[config.mk]
export PLATFORM = sky130hd
export DESIGN_NAME = gpu_dsp_instruction_decoder_flat
export DESIGN_NICKNAME = d
export VERILOG_FILES = /design/src/sv/gdid_pkg.sv /design/src/sv/gdid_ifs.sv /design/src/sv/gdid_front.sv /design/src/sv/gdid_fifo.sv /design/src/sv/gdid_back.sv /design/src/sv/gpu_dsp_instruction_decoder.sv /design/src/flat_wrapper.sv
export SDC_FILE = /design/constraint.sdc
export NUM_CORES = 1
export LEC_CHECK = 0
export ABC_CLOCK_PERIOD_IN_PS = 6400
export BUFFER_PORTS_ARGS = -buffer_cell sky130_fd_sc_hd__buf_2
export CORE_ASPECT_RATIO = 1.75
export CORE_MARGIN = 2
export CORE_UTILIZATION = 59
export DETAILED_ROUTE_END_ITERATION = 16
export PLACE_DENSITY = 0.8
export SETUP_SLACK_MARGIN = 0.1
export SLEW_MARGIN = 10
export SYNTH_ARGS = -nofsm -noshare
export SYNTH_HDL_FRONTEND = slang
export SYNTH_SLANG_ARGS = --single-unit
[constraint.sdc]
create_clock -name clk_i -period 6.4 [get_ports clk_i]
set_clock_uncertainty 0.05 [all_clocks]
set_input_delay 0.32 -clock clk_i [delete_from_list [all_inputs] [get_ports clk_i]]
set_output_delay 0.32 -clock clk_i [all_outputs]
set_load 0.02 [all_outputs]
[src/sv/gdid_pkg.sv]
`default_nettype none

package gdid_pkg;

  // Opcodes that the decoder tells apart
  localparam logic [5:0] OP_ADDQ     = 6'd2;
  localparam logic [5:0] OP_ADDQT    = 6'd3;
  localparam logic [5:0] OP_SUBQ     = 6'd6;
  localparam logic [5:0] OP_SUBQT    = 6'd7;
  localparam logic [5:0] OP_BTST     = 6'd13;
  localparam logic [5:0] OP_BSET     = 6'd14;
  localparam logic [5:0] OP_BCLR     = 6'd15;
  localparam logic [5:0] OP_SHLQ     = 6'd24;
  localparam logic [5:0] OP_SHRQ     = 6'd25;
  localparam logic [5:0] OP_SHARQ    = 6'd27;
  localparam logic [5:0] OP_RORQ     = 6'd29;
  localparam logic [5:0] OP_CMPQ     = 6'd31;
  localparam logic [5:0] OP_MOVEQ    = 6'd35;
  localparam logic [5:0] OP_MOVEI    = 6'd38;
  localparam logic [5:0] OP_LOAD_IX0 = 6'd43;
  localparam logic [5:0] OP_LOAD_IX1 = 6'd44;
  localparam logic [5:0] OP_STOR_IX0 = 6'd49;
  localparam logic [5:0] OP_STOR_IX1 = 6'd50;
  localparam logic [5:0] OP_JUMP     = 6'd52;
  localparam logic [5:0] OP_JR       = 6'd53;
  localparam logic [5:0] OP_PACK     = 6'd63;

  localparam logic [5:0]  QUICK_ZERO_VAL = 6'd32;
  localparam logic [31:0] COND_MASK      = 32'h8770_0777;
  localparam logic [31:0] JR_PC_OFFSET   = 32'd2;
  localparam logic [4:0]  PACK_SUB_MAX   = 5'd1;
  localparam logic [2:0]  LEN_SHORT      = 3'd2;
  localparam logic [2:0]  LEN_MOVEI      = 3'd6;

  typedef enum logic [3:0] {
    CLS_NONE  = 4'd0,
    CLS_QUICK = 4'd1,
    CLS_SHL   = 4'd2,
    CLS_RAW   = 4'd3,
    CLS_INDEX = 4'd4,
    CLS_MOVEI = 4'd5,
    CLS_JCOND = 4'd6,
    CLS_JREL  = 4'd7,
    CLS_PACK  = 4'd8
  } gdid_class_e;

  // One complete instruction handed from the front end to the back end
  typedef struct packed {
    logic [15:0] word;
    logic [31:0] addr;
    logic [31:0] movei_val;
    gdid_class_e cls;
  } gdid_instr_t;

  typedef struct packed {
    logic [31:0] instr_addr;
    logic [5:0]  opcode;
    logic [4:0]  field_a;
    logic [4:0]  field_b;
    logic [31:0] imm_value;
    logic        has_imm;
    logic [31:0] target_addr;
    logic        cond_known;
    logic        invalid;
    logic [2:0]  length_bytes;
  } gdid_result_t;

  function automatic gdid_class_e gdid_classify(input logic [5:0] op);
    gdid_class_e cls;
    case (op) inside
      OP_ADDQ, OP_ADDQT, OP_SUBQ, OP_SUBQT, OP_SHRQ, OP_SHARQ, OP_RORQ: cls = CLS_QUICK;
      OP_SHLQ:                                                        cls = CLS_SHL;
      OP_BTST, OP_BSET, OP_BCLR, OP_CMPQ, OP_MOVEQ:                   cls = CLS_RAW;
      OP_LOAD_IX0, OP_LOAD_IX1, OP_STOR_IX0, OP_STOR_IX1:             cls = CLS_INDEX;
      OP_MOVEI:                                                       cls = CLS_MOVEI;
      OP_JUMP:                                                        cls = CLS_JCOND;
      OP_JR:                                                          cls = CLS_JREL;
      OP_PACK:                                                        cls = CLS_PACK;
      default:                                                        cls = CLS_NONE;
    endcase
    return cls;
  endfunction

endpackage

`default_nettype wire

[src/sv/gdid_ifs.sv]
`default_nettype none

interface gdid_word_if;
  logic        valid;
  logic        ready;
  logic [15:0] code_word;
  logic [31:0] word_addr;

  modport source (output valid, code_word, word_addr, input ready);
  modport sink (input valid, code_word, word_addr, output ready);
endinterface

interface gdid_dec_if;
  logic        valid;
  logic        ready;
  logic [31:0] instr_addr;
  logic [5:0]  opcode;
  logic [4:0]  field_a;
  logic [4:0]  field_b;
  logic [31:0] imm_value;
  logic        has_imm;
  logic [31:0] target_addr;
  logic        cond_known;
  logic        invalid;
  logic [2:0]  length_bytes;

  modport source (
    output valid, instr_addr, opcode, field_a, field_b, imm_value, has_imm,
           target_addr, cond_known, invalid, length_bytes,
    input  ready
  );
  modport sink (
    input  valid, instr_addr, opcode, field_a, field_b, imm_value, has_imm,
           target_addr, cond_known, invalid, length_bytes,
    output ready
  );
endinterface

`default_nettype wire

[src/sv/gdid_front.sv]
`default_nettype none

module gdid_front
  import gdid_pkg::*;
(
  input  wire logic        clk_i,
  input  wire logic        rst_ni,
  gdid_word_if.sink        word_i,
  output      logic        push_valid_o,
  input  wire logic        push_ready_i,
  output      gdid_instr_t push_data_o
);

  typedef enum logic [2:0] {
    ST_FIRST = 3'b001,
    ST_LOW   = 3'b010,
    ST_HIGH  = 3'b100
  } front_state_e;

  front_state_e state_q, state_d;
  logic [15:0]  held_word_q, held_word_d;
  logic [31:0]  held_addr_q, held_addr_d;
  logic [15:0]  held_low_q, held_low_d;
  logic         accept;
  logic [5:0]   word_op;
  logic [15:0]  out_word;

  assign word_i.ready = push_ready_i;
  assign accept       = word_i.valid & push_ready_i;
  assign word_op      = word_i.code_word[15:10];

  always_comb begin
    state_d      = state_q;
    held_word_d  = held_word_q;
    held_addr_d  = held_addr_q;
    held_low_d   = held_low_q;
    push_valid_o = 1'b0;
    out_word     = word_i.code_word;
    push_data_o.addr      = word_i.word_addr;
    push_data_o.movei_val = '0;
    case (state_q)
      ST_LOW: begin
        if (accept) begin
          held_low_d = word_i.code_word;
          state_d    = ST_HIGH;
        end
      end
      ST_HIGH: begin
        // second extension word completes the move-immediate
        push_valid_o          = word_i.valid;
        out_word              = held_word_q;
        push_data_o.addr      = held_addr_q;
        push_data_o.movei_val = {word_i.code_word, held_low_q};
        if (accept) begin
          state_d = ST_FIRST;
        end
      end
      default: begin
        if (word_op == OP_MOVEI) begin
          if (accept) begin
            held_word_d = word_i.code_word;
            held_addr_d = word_i.word_addr;
            state_d     = ST_LOW;
          end
        end else begin
          push_valid_o = word_i.valid;
        end
      end
    endcase
    push_data_o.word = out_word;
    push_data_o.cls  = gdid_classify(out_word[15:10]);
  end

  always_ff @(posedge clk_i or negedge rst_ni) begin
    if (!rst_ni) begin
      state_q <= ST_FIRST;
    end else begin
      state_q <= state_d;
    end
  end

  always_ff @(posedge clk_i) begin
    held_word_q <= held_word_d;
    held_addr_q <= held_addr_d;
    held_low_q  <= held_low_d;
  end

endmodule

`default_nettype wire

[src/sv/gdid_fifo.sv]
`default_nettype none

module gdid_fifo
  import gdid_pkg::*;
#(
  parameter int unsigned DEPTH = 2
) (
  input  wire logic        clk_i,
  input  wire logic        rst_ni,
  input  wire logic        push_valid_i,
  output      logic        push_ready_o,
  input  wire gdid_instr_t push_data_i,
  output      logic        pop_valid_o,
  input  wire logic        pop_ready_i,
  output      gdid_instr_t pop_data_o
);

  localparam int unsigned PW = $clog2(DEPTH);
  localparam int unsigned CW = $clog2(DEPTH + 1);

  gdid_instr_t   mem_q [DEPTH];
  logic [PW-1:0] wr_ptr_q, rd_ptr_q;
  logic [CW-1:0] cnt_q;
  logic          push, pop;

  assign push_ready_o = (cnt_q != CW'(DEPTH));
  assign pop_valid_o  = (cnt_q != '0);
  assign push         = push_valid_i & push_ready_o;
  assign pop          = pop_valid_o & pop_ready_i;
  assign pop_data_o   = mem_q[rd_ptr_q];

  always_ff @(posedge clk_i or negedge rst_ni) begin
    if (!rst_ni) begin
      wr_ptr_q <= '0;
      rd_ptr_q <= '0;
      cnt_q    <= '0;
    end else begin
      if (push) begin
        wr_ptr_q <= (wr_ptr_q == PW'(DEPTH - 1)) ? '0 : wr_ptr_q + PW'(1);
      end
      if (pop) begin
        rd_ptr_q <= (rd_ptr_q == PW'(DEPTH - 1)) ? '0 : rd_ptr_q + PW'(1);
      end
      if (push && !pop) begin
        cnt_q <= cnt_q + CW'(1);
      end else if (pop && !push) begin
        cnt_q <= cnt_q - CW'(1);
      end
    end
  end

  always_ff @(posedge clk_i) begin
    if (push) begin
      mem_q[wr_ptr_q] <= push_data_i;
    end
  end

endmodule

`default_nettype wire

[src/sv/gdid_back.sv]
`default_nettype none

module gdid_back
  import gdid_pkg::*;
(
  input  wire logic        clk_i,
  input  wire logic        rst_ni,
  input  wire logic        instr_valid_i,
  output      logic        instr_ready_o,
  input  wire gdid_instr_t instr_i,
  gdid_dec_if.source       dec_o
);

  logic         valid_q;
  gdid_result_t res_q, res_d;
  logic         take;
  logic [4:0]   fa;
  logic [4:0]   fb;
  logic [5:0]   fa32;

  assign instr_ready_o = !valid_q || dec_o.ready;
  assign take          = instr_valid_i & instr_ready_o;

  assign fa   = instr_i.word[9:5];
  assign fb   = instr_i.word[4:0];
  // quick forms encode 32 as 0
  assign fa32 = (fa == '0) ? QUICK_ZERO_VAL : {1'b0, fa};

  always_comb begin
    res_d.instr_addr   = instr_i.addr;
    res_d.opcode       = instr_i.word[15:10];
    res_d.field_a      = fa;
    res_d.field_b      = fb;
    res_d.imm_value    = '0;
    res_d.has_imm      = 1'b0;
    res_d.target_addr  = '0;
    res_d.cond_known   = 1'b0;
    res_d.invalid      = 1'b0;
    res_d.length_bytes = LEN_SHORT;
    case (instr_i.cls)
      CLS_QUICK: begin
        res_d.imm_value = {26'd0, fa32};
        res_d.has_imm   = 1'b1;
      end
      CLS_SHL: begin
        res_d.imm_value = {26'd0, QUICK_ZERO_VAL - fa32};
        res_d.has_imm   = 1'b1;
      end
      CLS_RAW: begin
        res_d.imm_value = {27'd0, fa};
        res_d.has_imm   = 1'b1;
      end
      CLS_INDEX: begin
        res_d.imm_value = {24'd0, fa32, 2'b00};
        res_d.has_imm   = 1'b1;
      end
      CLS_MOVEI: begin
        res_d.imm_value    = instr_i.movei_val;
        res_d.has_imm      = 1'b1;
        res_d.length_bytes = LEN_MOVEI;
      end
      CLS_JCOND: begin
        res_d.cond_known = COND_MASK[fb];
      end
      CLS_JREL: begin
        res_d.target_addr = instr_i.addr + JR_PC_OFFSET + {{26{fa[4]}}, fa, 1'b0};
        res_d.cond_known  = COND_MASK[fb];
      end
      CLS_PACK: begin
        res_d.invalid = (fa > PACK_SUB_MAX);
      end
      default: begin
      end
    endcase
  end

  always_ff @(posedge clk_i or negedge rst_ni) begin
    if (!rst_ni) begin
      valid_q <= 1'b0;
    end else if (instr_ready_o) begin
      valid_q <= instr_valid_i;
    end
  end

  always_ff @(posedge clk_i) begin
    if (take) begin
      res_q <= res_d;
    end
  end

  assign dec_o.valid        = valid_q;
  assign dec_o.instr_addr   = res_q.instr_addr;
  assign dec_o.opcode       = res_q.opcode;
  assign dec_o.field_a      = res_q.field_a;
  assign dec_o.field_b      = res_q.field_b;
  assign dec_o.imm_value    = res_q.imm_value;
  assign dec_o.has_imm      = res_q.has_imm;
  assign dec_o.target_addr  = res_q.target_addr;
  assign dec_o.cond_known   = res_q.cond_known;
  assign dec_o.invalid      = res_q.invalid;
  assign dec_o.length_bytes = res_q.length_bytes;

endmodule

`default_nettype wire

[src/sv/gpu_dsp_instruction_decoder.sv]
// Instruction decoder for a 16-bit code word stream.
// word_i: one code word and its byte address per transaction. A single-word
//   instruction completes on its word; a move-immediate takes its first word
//   plus two extension words (low half first), whose addresses are ignored.
// dec_o: one decoded instruction per completed instruction: raw fields,
//   decoded immediate, relative jump target, condition and subcode flags.
// Throughput: one code word per cycle while the queue has room. The instruction
//   queue is written at the edge that accepts the instruction's last word, the
//   decode register in the back end when it takes the entry from the queue;
//   dec_o.valid is driven from that register.
// Stall: the output register holds while dec_o.ready is low; the front end
//   keeps filling the queue (QUEUE_DEPTH entries) and word_i.ready drops
//   only once the queue is full.
// Reset: queue and output empty, the front end expects a first word.
// QUEUE_DEPTH: 2 or more.
`default_nettype none

module gpu_dsp_instruction_decoder
  import gdid_pkg::*;
#(
  parameter int unsigned QUEUE_DEPTH = 2
) (
  input wire logic    clk_i,
  input wire logic    rst_ni,
  gdid_word_if.sink   word_i,
  gdid_dec_if.source  dec_o
);

  logic        push_valid, push_ready;
  gdid_instr_t push_data;
  logic        pop_valid, pop_ready;
  gdid_instr_t pop_data;

  gdid_front u_front (
    .clk_i        (clk_i),
    .rst_ni       (rst_ni),
    .word_i       (word_i),
    .push_valid_o (push_valid),
    .push_ready_i (push_ready),
    .push_data_o  (push_data)
  );

  gdid_fifo #(
    .DEPTH (QUEUE_DEPTH)
  ) u_queue (
    .clk_i        (clk_i),
    .rst_ni       (rst_ni),
    .push_valid_i (push_valid),
    .push_ready_o (push_ready),
    .push_data_i  (push_data),
    .pop_valid_o  (pop_valid),
    .pop_ready_i  (pop_ready),
    .pop_data_o   (pop_data)
  );

  gdid_back u_back (
    .clk_i         (clk_i),
    .rst_ni        (rst_ni),
    .instr_valid_i (pop_valid),
    .instr_ready_o (pop_ready),
    .instr_i       (pop_data),
    .dec_o         (dec_o)
  );

endmodule

`default_nettype wire

[src/flat_wrapper.sv]
// flat-port wrapper written by rule: the top's interface ports become plain ports
module gpu_dsp_instruction_decoder_flat import gdid_pkg::*;
#(
  parameter int unsigned QUEUE_DEPTH = 2
)
  (clk_i, rst_ni, word_i_valid, word_i_code_word, word_i_word_addr, word_i_ready, dec_o_valid, dec_o_instr_addr, dec_o_opcode, dec_o_field_a, dec_o_field_b, dec_o_imm_value, dec_o_has_imm, dec_o_target_addr, dec_o_cond_known, dec_o_invalid, dec_o_length_bytes, dec_o_ready);
  gdid_word_if word_i_i ();
  gdid_dec_if dec_o_i ();
  input wire logic clk_i;
  input wire logic rst_ni;
  input wire logic [$bits(word_i_i.valid)-1:0] word_i_valid;
  input wire logic [$bits(word_i_i.code_word)-1:0] word_i_code_word;
  input wire logic [$bits(word_i_i.word_addr)-1:0] word_i_word_addr;
  output wire logic [$bits(word_i_i.ready)-1:0] word_i_ready;
  output wire logic [$bits(dec_o_i.valid)-1:0] dec_o_valid;
  output wire logic [$bits(dec_o_i.instr_addr)-1:0] dec_o_instr_addr;
  output wire logic [$bits(dec_o_i.opcode)-1:0] dec_o_opcode;
  output wire logic [$bits(dec_o_i.field_a)-1:0] dec_o_field_a;
  output wire logic [$bits(dec_o_i.field_b)-1:0] dec_o_field_b;
  output wire logic [$bits(dec_o_i.imm_value)-1:0] dec_o_imm_value;
  output wire logic [$bits(dec_o_i.has_imm)-1:0] dec_o_has_imm;
  output wire logic [$bits(dec_o_i.target_addr)-1:0] dec_o_target_addr;
  output wire logic [$bits(dec_o_i.cond_known)-1:0] dec_o_cond_known;
  output wire logic [$bits(dec_o_i.invalid)-1:0] dec_o_invalid;
  output wire logic [$bits(dec_o_i.length_bytes)-1:0] dec_o_length_bytes;
  input wire logic [$bits(dec_o_i.ready)-1:0] dec_o_ready;
  assign word_i_i.valid = word_i_valid;
  assign word_i_i.code_word = word_i_code_word;
  assign word_i_i.word_addr = word_i_word_addr;
  assign word_i_ready = word_i_i.ready;
  assign dec_o_valid = dec_o_i.valid;
  assign dec_o_instr_addr = dec_o_i.instr_addr;
  assign dec_o_opcode = dec_o_i.opcode;
  assign dec_o_field_a = dec_o_i.field_a;
  assign dec_o_field_b = dec_o_i.field_b;
  assign dec_o_imm_value = dec_o_i.imm_value;
  assign dec_o_has_imm = dec_o_i.has_imm;
  assign dec_o_target_addr = dec_o_i.target_addr;
  assign dec_o_cond_known = dec_o_i.cond_known;
  assign dec_o_invalid = dec_o_i.invalid;
  assign dec_o_length_bytes = dec_o_i.length_bytes;
  assign dec_o_i.ready = dec_o_ready;
  gpu_dsp_instruction_decoder #(.QUEUE_DEPTH(QUEUE_DEPTH)) u_core (.clk_i(clk_i), .rst_ni(rst_ni), .word_i(word_i_i), .dec_o(dec_o_i));
endmodule
==> flow_metrics.env, run 1 <==
export IMPL_cp_arrival_ps=5170
export IMPL_synthSimpleGateAreaFrac_pct=7.79
export IMPL_hold_path_class="primary input to register"
export IMPL_critPathKind="register to register"
export IMPL_crit_fanout=38
export IMPL_finalInstanceArea_um2=18300
export IMPL_vias_per_cell=5.94
export IMPL_clk_latency_ps=580
export IMPL_drcViolationCount=0
export IMPL_end_kind="register"
export IMPL_grt_overflow_total=0
export IMPL_crit_buf_inv=1
export IMPL_cts_tree="built"
export IMPL_setup_tns_ps=0
export IMPL_tightest_slew_ps=1140
export IMPL_clk_transition_reported_paths_ps=70
export IMPL_synth_cells=1031
export IMPL_drive_above_1_share_pct=26.1
export IMPL_yosysWarningCount=0
export IMPL_clockBufferDepth=3
export IMPL_finalCritPeriodShare_pct=75.1
export IMPL_critPathTopFamily="compound AO/OA/AOI/OAI gates"
export IMPL_slew_viol_final=0
export IMPL_ioPinCount=172
export IMPL_critical_path_cell_chain="mux2i_1 > inv_1 > ha_1 > ha_1 > a21oi_1 > o21ai_0 > a221oi_2 > a31oi_1 > a21oi_1 > mux2i_1"
export IMPL_ys_ff_latch=356
export IMPL_routed_wl_mm=34.3
export IMPL_drt_initial_drc_count=764
export IMPL_placed_area_um2=16800
export IMPL_synth_sequential_area_ratio_pct=68.4
export IMPL_synth_top_family_by_area="multiplexers"
export IMPL_cts_htree_levels=1
export IMPL_max_cap_violations=0
export IMPL_yosys_most_used_dff="edfxtp_1"
export IMPL_grt_pass1_vias=9744
export IMPL_cts_sinks=356
export IMPL_cp_slowest_cell="dfrtp_4"
export IMPL_synth_top_area_share_pct=67.1
export IMPL_synth_compound_area_share_pct=6.44
export IMPL_synth_cell_types=67
export IMPL_setup_violations=0
export IMPL_ir_drop_v=0.000370
export IMPL_synth_area_mux_share_pct=9.50
export IMPL_place_hpwl_mm=23.1
export IMPL_die_area_um2=27800
export IMPL_synth_nets=1145
export IMPL_layout_nets=1367
export IMPL_rows=78
export IMPL_ys_top_cells_by_area="edfxtp_1, mux2_2, ha_1, mux2i_1, nor2_1"
export IMPL_coreArea_um2=26000
export IMPL_most_common_layout_cells="edfxtp_1, buf_2, mux2_2"
export IMPL_yosysTopAreaCell="edfxtp_1"
export IMPL_startpoint_type="register"
export IMPL_cts_buffers_inserted=30
export IMPL_cp_data_required_time_ps=6760
export IMPL_start_util_pct=60.0
export IMPL_portBuffers=169
export IMPL_synth_edff_count=348
export IMPL_synthAdderAreaFrac_pct=5.03
export IMPL_wl_per_cell_um=21.5
export IMPL_outcome="completed"
export IMPL_hold_ws_ps=35.1
export IMPL_hold_violations=0
export IMPL_fillers=1719
export IMPL_rsz0062_at_grt="no"
export IMPL_finalCriticalPeriod_ps=4810
export IMPL_relSlewSlack_pct=23.6
export IMPL_fp_dieW_um=127
export IMPL_num_vias=9491
export IMPL_ant_nets=0
export IMPL_antenna_found_initial=0
export IMPL_final_common_cell="edfxtp_1"
export IMPL_power_density_nw_per_um2=546
export IMPL_grt_use_total_pct=24.5
export IMPL_synth_xor_area_share_pct=0.932
export IMPL_num_antenna_cells=0
export IMPL_globalplace_congestion=0.958
export IMPL_die_y_um=219
export IMPL_async_reset_ff_share_pct=2.25
export IMPL_netlist_area_um2=15600
export IMPL_grt_pass1_wl_mm=52.1
export IMPL_cp_slowest_stage_delay_ps=820
export IMPL_post_cts_resized=0
export IMPL_p_leak_nw=6.97
export IMPL_syn_to_final_growth_pct=17.5
export IMPL_syn_area_per_cell_um2=15.1
export IMPL_cts_root_buf="clkbuf_16"
export IMPL_grt_max_degree=62
export IMPL_drt_first_pass_iters=5
export IMPL_fmax_mhz=208
[report_power, final]
part | switching (W) | leakage (nW) | internal, W
sequential | 0.000263 | 3.40 | 0.00343
clock | 0.000812 | 0.507 | 0.00111
combinational | 0.00280 | 3.06 | 0.00158
total | 0.00387 | 6.97 | 0.00611
[stage by stage]
| step | cells | util, % | total power [W] | setup WS, ps |
|---|---|---|---|---|
| final | 1597 | 70.5 | 0.00999 | 1590 |
| after global routing | 1597 | 70.5 | 0.0106 | 1270 |
| after CTS | 1597 | 70.5 | 0.0100 | 1640 |
| after detailed placement | 1491 | 64.6 | 0.00806 | 1670 |
| after global placement | 1491 | 64.6 | 0.00796 | 1850 |
| after floorplan | 1031 | - | 0.00686 | 1250 |
[worst paths after layout]
| check | from | end | slack [ps] | cells after the start |
|---|---|---|---|---|
| worst max-delay path | u_core.u_queue.rd_ptr_q | u_core.u_back.dec_o.target_addr[26] | 1590 | 10 |
| worst min-delay path | word_i_code_word[15] | u_core.u_front.held_low_q[15] | 40 | 1 |
| worst max register to register | u_core.u_queue.rd_ptr_q | u_core.u_back.dec_o.target_addr[26] | 1590 | 10 |
| worst min register to register | u_core.u_back.dec_o.valid | u_core.u_back.dec_o.valid | 460 | 2 |
| max in group asynchronous | rst_ni | u_core.u_front.state_q[0] | 5960 | 2 |
| min in group asynchronous | rst_ni | u_core.u_front.state_q[2] | 80 | 2 |
[cells in the mapped netlist, types with 3 or more instances]
| cell | number |
|---|---|
| o221ai_1 | 3 |
| inv_1 | 28 |
| buf_2 | 14 |
| mux2i_1 | 51 |
| nor2_1 | 65 |
| a22oi_1 | 4 |
| xor2_1 | 6 |
| o21a_1 | 13 |
| nand3_1 | 14 |
| ha_1 | 61 |
| clkbuf_1 | 21 |
| nor3b_1 | 7 |
| o31ai_1 | 4 |
| o22ai_1 | 7 |
| xnor2_1 | 8 |
| nor2b_1 | 3 |
| edfxtp_1 | 348 |
| a21o_1 | 9 |
| dfrtp_1 | 7 |
| and2_1 | 37 |
| a21oi_1 | 33 |
| mux2_2 | 86 |
| nand2b_1 | 10 |
| or3_1 | 5 |
| o21ai_0 | 21 |
| a31oi_1 | 7 |
| o21bai_1 | 4 |
| nand4_1 | 12 |
| a211oi_1 | 4 |
| buf_1 | 3 |
| a21boi_0 | 3 |
| nand2_1 | 58 |
| o32ai_1 | 3 |
| nor3_1 | 26 |
[worst register-to-register path: cells and delay by family, from the launching register on]
kind | cells | cell delay (ps)
AOI/OAI and AO/OA | 5 | 1580
DFF | 1 | 820
adders and majority gates | 2 | 880
muxes | 2 | 740
buffers and inverters | 1 | 600
[repair_timing]
action	4_1_cts	5_1_grt
hold buffers	50	0
setup buffers	0	0
hold endpoints to repair	72	0
[metal layers]
layer | vias to the layer above | routed length [um] | track usage (%)
met2 | 305 | 19500 | 48.4
met3 | 90 | 1350 | 2.63
met4 | 0 | 1380 | 10.3
li1 | 4391 | - | -
met1 | 4705 | 12100 | 25.9
met5 | - | 0 | 0
[state kept, by name, indices dropped and copies added, names as in the netlist, 2 cells and up]
signal / count
u_core.u_back.dec_o.field_a: 5
u_core.u_back.dec_o.field_b: 5
u_core.u_back.dec_o.imm_value: 32
u_core.u_back.dec_o.instr_addr: 32
u_core.u_back.dec_o.opcode: 6
u_core.u_back.dec_o.target_addr: 32
u_core.u_front.held_addr_q: 32
u_core.u_front.held_low_q: 16
u_core.u_front.held_word_q: 16
u_core.u_front.state_q: 3
u_core.u_queue.cnt_q: 2
u_core.u_queue.mem_q: 168
[cell type report]
cell class | instances | area, um2 | area share [%]
multi-input cells | 606 | 4660 | 25.5
inverters | 28 | 108 | 0.588
clock inverters | 21 | 270 | 1.48
clock buffers | 35 | 769 | 4.21
flip-flops and latches | 356 | 10700 | 58.2
repair buffers | 231 | 1440 | 7.85
well taps | 320 | 400 | 2.19
[cells by family (layout without fill, tap and decap cells)]
group | Yosys count | after routing
compound gates | 144 | 144
xor+xnor | 15 | 15
fa+ha+maj | 62 | 62
buf+inv | 69 | 315
flops | 356 | 356
mux | 137 | 137
other cells | 2 | 2
simple gates | 246 | 246
No activity file was read; power rests on OpenSTA's default activity.
==> run 2: changes to the inputs <==
--- a/config.mk
+++ b/config.mk
@@ -5,7 +5,8 @@
 export SDC_FILE = /design/constraint.sdc
 export NUM_CORES = 1
 export LEC_CHECK = 0
-export ABC_CLOCK_PERIOD_IN_PS = 6400
+export ABC_AREA = 1
+export ABC_CLOCK_PERIOD_IN_PS = 4900
 export BUFFER_PORTS_ARGS = -buffer_cell sky130_fd_sc_hd__buf_2
 export CORE_ASPECT_RATIO = 1.75
 export CORE_MARGIN = 2
==> constraint.sdc (replaced) <==
create_clock -name clk_i -period 4.9 [get_ports clk_i]
set_clock_uncertainty 0.05 [all_clocks]
set_input_delay 0.245 -clock clk_i [delete_from_list [all_inputs] [get_ports clk_i]]
set_output_delay 0.245 -clock clk_i [all_outputs]
set_load 0.02 [all_outputs]
==> flow_metrics.env, run 2 <==
export IMPL_grt_max_degree=100
export IMPL_rows=80
export IMPL_num_vias=11500
export IMPL_synth_nets=1636
export IMPL_synth_sequential_area_ratio_pct=66.2
export IMPL_slew_viol_final=0
export IMPL_startpoint_type="register"
export IMPL_portBuffers=169
export IMPL_cp_slowest_stage_delay_ps=640
export IMPL_yosys_most_used_dff="edfxtp_1"
export IMPL_syn_to_final_growth_pct=17.5
export IMPL_synth_top_area_share_pct=64.9
export IMPL_cts_htree_levels=1
export IMPL_syn_area_per_cell_um2=10.6
export IMPL_drcViolationCount=0
export IMPL_routed_wl_mm=39.5
export IMPL_relSlewSlack_pct=38.5
export IMPL_globalplace_congestion=0.953
export IMPL_most_common_layout_cells="nand2_1, edfxtp_1, buf_2"
export IMPL_critPathTopFamily="compound AO/OA/AOI/OAI gates"
export IMPL_yosysTopAreaCell="edfxtp_1"
export IMPL_layout_nets=1868
export IMPL_post_cts_resized=0
export IMPL_synth_cells=1522
export IMPL_grt_overflow_total=0
export IMPL_netlist_area_um2=16100
export IMPL_path_common_cell="nand2_1"
export IMPL_drt_initial_drc_count=724
export IMPL_cp_data_required_time_ps=5200
export IMPL_drive_above_1_share_pct=15.9
export IMPL_ctsHoldBuffers=50
export IMPL_grt_pass1_vias=11500
export IMPL_ys_top_cells_by_area="edfxtp_1, nand2_1, ha_1, inv_1, nor2_1"
export IMPL_tightest_slew_ps=922
export IMPL_critical_path_cell_chain="buf_4 > o21ai_0 > inv_1 > ha_1 > ha_1 > inv_1 > fa_1 > o21ai_0 > nand2_1 > nand2_1 > nand2_1 > nand3_1 > nand2_1 > inv_1 > nor2_1"
export IMPL_top_register="u_core.u_queue.mem_q"
export IMPL_largest_register_ffs=168
export IMPL_place_hpwl_mm=27.5
export IMPL_setup_tns_ps=0
export IMPL_clk_transition_reported_paths_ps=70
export IMPL_async_reset_ff_share_pct=2.25
export IMPL_cts_buffers_inserted=31
export IMPL_grt_pass1_wl_mm=60.3
export IMPL_start_util_pct=59.6
export IMPL_final_common_cell="nand2_1"
export IMPL_drt_first_pass_iters=6
export IMPL_cts_tree="built"
export IMPL_die_y_um=223
export IMPL_ys_ff_latch=356
export IMPL_synth_cell_types=42
export IMPL_crit_fanout=23
export IMPL_cp_arrival_ps=4080
export IMPL_cts_sinks=356
export IMPL_fp_dieW_um=129
export IMPL_fmax_mhz=264
export IMPL_outcome="completed"
export IMPL_yosysMostFrequentCell="nand2_1"
export IMPL_vias_per_cell=5.47
export IMPL_antenna_found_initial=1
export IMPL_cts_setup_buffers=0
export IMPL_hold_path_class="primary input to async pin"
export IMPL_setup_violations=0
export IMPL_ant_nets=0
export IMPL_clk_latency_ps=590
export IMPL_clockBufferDepth=3
export IMPL_crit_buf_inv=4
export IMPL_synth_commonest_cells="nand2_1, edfxtp_1, inv_1, nor2_1, ha_1"
export IMPL_hold_violations=0
export IMPL_synth_edff_count=348
export IMPL_coreArea_um2=27000
export IMPL_yosysWarningCount=0
export IMPL_cp_slowest_cell="o21ai_0"
export IMPL_ioPinCount=172
export IMPL_finalCriticalPeriod_ps=3780
export IMPL_grt_use_total_pct=27.8
export IMPL_wl_per_cell_um=18.7
export IMPL_max_cap_violations=0
export IMPL_end_kind="register"
export IMPL_cts_root_buf="clkbuf_16"
export IMPL_finalCritPeriodShare_pct=77.2
export IMPL_die_area_um2=28700
export IMPL_rsz0062_at_grt="no"
export IMPL_critPathKind="register to register"
run 2: changes by cell type after synthesis, moves of 10 or more:
| cell | previous run | this run |
|---|---|---|
| nand2_1 | 58 | 544 |
| nor2_1 | 65 | 131 |
| o21a_1 | 13 | 2 |
| a21oi_2 | 0 | 20 |
| nor3_1 | 26 | 5 |
| o21ai_0 | 21 | 37 |
| a21oi_1 | 33 | 45 |
| nand2b_1 | 10 | 0 |
| mux2i_1 | 51 | 0 |
| and2_1 | 37 | 4 |
| inv_1 | 28 | 169 |
| nand3_1 | 14 | 47 |
| mux2_2 | 86 | 2 |
run 2: area by class of cell:
| class | count | area (um2) |
|---|---|---|
| tap | 328 | 410 |
| inverter | 172 | 646 |
| sequential | 356 | 10700 |
| fill | 1918 | 8100 |
| multi-input combinational | 957 | 4670 |
| timing repair buffer | 236 | 1520 |
| clock inverter | 25 | 229 |
| clock buffer | 33 | 783 |
| antenna | 1 | 2.50 |
run 2: metal layers:
layer  global-route usage, %  routed length [um]  vias to the layer above
met2                    52.5               21700                      513
met3                    3.76                2120                      136
met1                    28.4               13100                     5381
li1                        -                   -                     5500
met5                       0                   0                        -
met4                    16.4                2580                        0
run 2: stage by stage:
step / std cells / hold WS (ps) / utilization [%] / setup WS [ps] / area [um2]
3_5_place_dp: 1999 / 102 / 64.4 / 1160 / 17400
3_3_place_gp: 1999 / 96.6 / 64.4 / 1230 / 17400
5_1_grt: 2108 / 29.6 / 70.0 / 869 / 18900
4_1_cts: 2107 / 13.1 / 70.0 / 1150 / 18900
2_1_floorplan: 1522 / -101 / - / -111 / 16100
6_report: 2108 / 25.5 / 70.0 / 1120 / 18900
run 2: cell families (layout without fill, tap and decap cells):
logic type | after synthesis | after routing | synth area share [%]
AND/OR/NAND/NOR | 762 | 762 | 18.8
adder cells (fa/ha/maj) | 62 | 62 | 4.86
buffers and inverters | 209 | 466 | 5.11
multiplexers | 2 | 2 | 0.140
XOR/XNOR | 6 | 6 | 0.326
AO/OA/AOI/OAI | 123 | 123 | 4.54
flip-flops | 356 | 356 | 66.2
other | 2 | 3 | 0.0466
run 2: path summary, 6_finish.rpt:
check,start,endpoint,slack [ps],cells past startpoint
setup reg to reg,u_core.u_queue.rd_ptr_q,u_core.u_back.dec_o.target_addr[24],1120,15
max in group asynchronous,rst_ni,u_core.u_front.state_q[0],4490,2
hold / removal,rst_ni,u_core.u_queue.rd_ptr_q,30,2
hold reg to reg,u_core.u_queue.cnt_q[0],u_core.u_queue.cnt_q[0],420,1
min in group clk_i,word_i_valid,u_core.u_front.state_q[2],110,3
setup / recovery,u_core.u_queue.rd_ptr_q,u_core.u_back.dec_o.target_addr[24],1120,15
Power of run 2 is left out: the tool's default activity adds up to more than one toggle a clock period on the data nets, which glitch-free logic cannot reach.
==> run 3: changes to the inputs <==
--- a/config.mk
+++ b/config.mk
@@ -5,8 +5,8 @@
 export SDC_FILE = /design/constraint.sdc
 export NUM_CORES = 1
 export LEC_CHECK = 0
-export ABC_AREA = 1
-export ABC_CLOCK_PERIOD_IN_PS = 4900
+export ABC_AREA = 0
+export ABC_CLOCK_PERIOD_IN_PS = 3800
 export BUFFER_PORTS_ARGS = -buffer_cell sky130_fd_sc_hd__buf_2
 export CORE_ASPECT_RATIO = 1.75
 export CORE_MARGIN = 2
==> constraint.sdc (replaced) <==
create_clock -name clk_i -period 3.8 [get_ports clk_i]
set_clock_uncertainty 0.05 [all_clocks]
set_input_delay 0.19 -clock clk_i [delete_from_list [all_inputs] [get_ports clk_i]]
set_output_delay 0.19 -clock clk_i [all_outputs]
set_load 0.02 [all_outputs]
==> flow_metrics.env, run 3 (synthesis results as in run 1) <==
export IMPL_fillers=1692
export IMPL_finalInstanceArea_um2=18500
export IMPL_outcome="completed"
export IMPL_final_common_cell="edfxtp_1"
export IMPL_cts_tree="built"
export IMPL_ir_drop_v=0.000695
export IMPL_clk_latency_ps=580
export IMPL_max_cap_violations=0
export IMPL_placed_area_um2=16900
export IMPL_cp_arrival_ps=3870
export IMPL_crit_fanout=17
export IMPL_grt_pass1_wl_mm=53.5
export IMPL_drt_first_pass_iters=5
export IMPL_slew_viol_final=0
export IMPL_reg2reg_to="u_core.u_back.dec_o.target_addr[31]"
export IMPL_grt_use_total_pct=25.3
export IMPL_r2r_cells=11
export IMPL_clockBufferDepth=3
export IMPL_globalplace_congestion=0.961
export IMPL_routed_wl_mm=35.4
export IMPL_finalCritPeriodShare_pct=95.6
export IMPL_fp_dieW_um=127
export IMPL_power_density_nw_per_um2=921
export IMPL_syn_to_final_growth_pct=19.0
export IMPL_end_kind="register"
export IMPL_r2r_setup_slack_ps=170
export IMPL_stdcell_count=1619
export IMPL_antenna_found_initial=0
export IMPL_tightest_slew_ps=986
export IMPL_wl_per_cell_um=21.8
export IMPL_setup_tns_ps=0
export IMPL_grt_max_degree=85
export IMPL_relSlewSlack_pct=33.7
export IMPL_cts_htree_levels=1
export IMPL_dp_cells=1508
export IMPL_ant_nets=0
export IMPL_coreArea_um2=26000
export IMPL_critPathKind="register to register"
export IMPL_place_hpwl_mm=23.5
export IMPL_most_common_layout_cells="edfxtp_1, buf_2, mux2_2"
export IMPL_cts_buffers_inserted=30
export IMPL_die_y_um=219
export IMPL_grt_overflow_total=0
export IMPL_cts_root_buf="clkbuf_16"
export IMPL_setup_violations=0
export IMPL_die_area_um2=27800
export IMPL_top_register="u_core.u_queue.mem_q"
export IMPL_largest_register_ffs=168
export IMPL_ioPinCount=172
export IMPL_grt_pass1_vias=9709
export IMPL_vias_per_cell=5.88
export IMPL_layout_nets=1390
export IMPL_start_util_pct=60.0
export IMPL_clk_transition_reported_paths_ps=70
export IMPL_drcViolationCount=0
export IMPL_startpoint_type="register"
export IMPL_finalCriticalPeriod_ps=3630
export IMPL_rows=78
export IMPL_num_vias=9522
export IMPL_p_leak_nw=7.04
export IMPL_hold_violations=0
export IMPL_reg2reg_from="u_core.u_queue.rd_ptr_q"
export IMPL_portBuffers=169
export IMPL_drt_initial_drc_count=728
export IMPL_fmax_mhz=275
export IMPL_rsz0062_at_grt="yes"
export IMPL_hold_ws_ps=80.9
export IMPL_cts_sinks=356
export IMPL_cp_data_required_time_ps=4040
export IMPL_drive_above_1_share_pct=28.0
export IMPL_hold_path_class="primary input to async pin"
## run 3: power breakdown
group          switching, W  internal [W]
Clock               0.00138       0.00166
Combinational       0.00496       0.00294
Sequential         0.000363       0.00577
## run 3: critical path, cell delays in order, from the launching register on
cell and delay [ps]:
dfrtp_4 510, mux2i_2 290, clkinvlp_4 170, buf_12 170, buf_4 140, ha_1 270, ha_1 410, nand4_1 300
or4_1 550, a31oi_1 220, o21ai_0 100, nor3b_1 150
## run 3: metrics by stage
step                power, W  util (%)  setup WS (ps)
floorplan             0.0116         -            112
global placement      0.0137      65.2            157
detailed placement    0.0138      65.2            105
CTS                   0.0170      71.1            129
global route          0.0180      71.4           73.3
finish                0.0171      71.4            166
## run 3: layout make-up
cell class	instances	area (um2)	share of cell area, %
multi-input cells	606	4720	25.5
clock buffers	33	762	4.11
flip-flops and latches	356	10700	57.5
clock inverters	21	205	1.11
diodes	1	2.50	0.0135
inverters	28	111	0.601
repair buffers	254	1680	9.04
well taps	320	400	2.16
## run 3: metal layers
metal | vias up | global-route usage (%) | share of wire, %
met5 | - | 0 | 0
met4 | 0 | 9.56 | 3.1
met3 | 69 | 2.90 | 4.7
met2 | 322 | 48.0 | 56
met1 | 4692 | 29.0 | 37
li1 | 4439 | - | -
## run 3: how the worst max path moves through the flow
stage	startpoint	to
5_1_grt	u_core.u_queue.rd_ptr_q	u_core.u_back.dec_o.target_addr[30]
6_report	u_core.u_queue.rd_ptr_q	u_core.u_back.dec_o.target_addr[31]
3_3_place_gp	u_core.u_queue.rd_ptr_q	u_core.u_back.dec_o.target_addr[28]
3_5_place_dp	u_core.u_queue.rd_ptr_q	u_core.u_back.dec_o.target_addr[28]
2_1_floorplan	u_core.u_queue.rd_ptr_q	u_core.u_back.dec_o.target_addr[30]
4_1_cts	u_core.u_queue.rd_ptr_q	u_core.u_back.dec_o.target_addr[24]
## run 3: what timing repair did
item | in CTS | in global routing
cloned | 0 | 0
gates resized for setup | 2 | 17
endpoints found under the setup margin | 5 | 10
hold buffers | 52 | 0
pin swaps | 0 | 3
buffers inserted | 2 | 2
hold endpoints to repair | 186 | 0
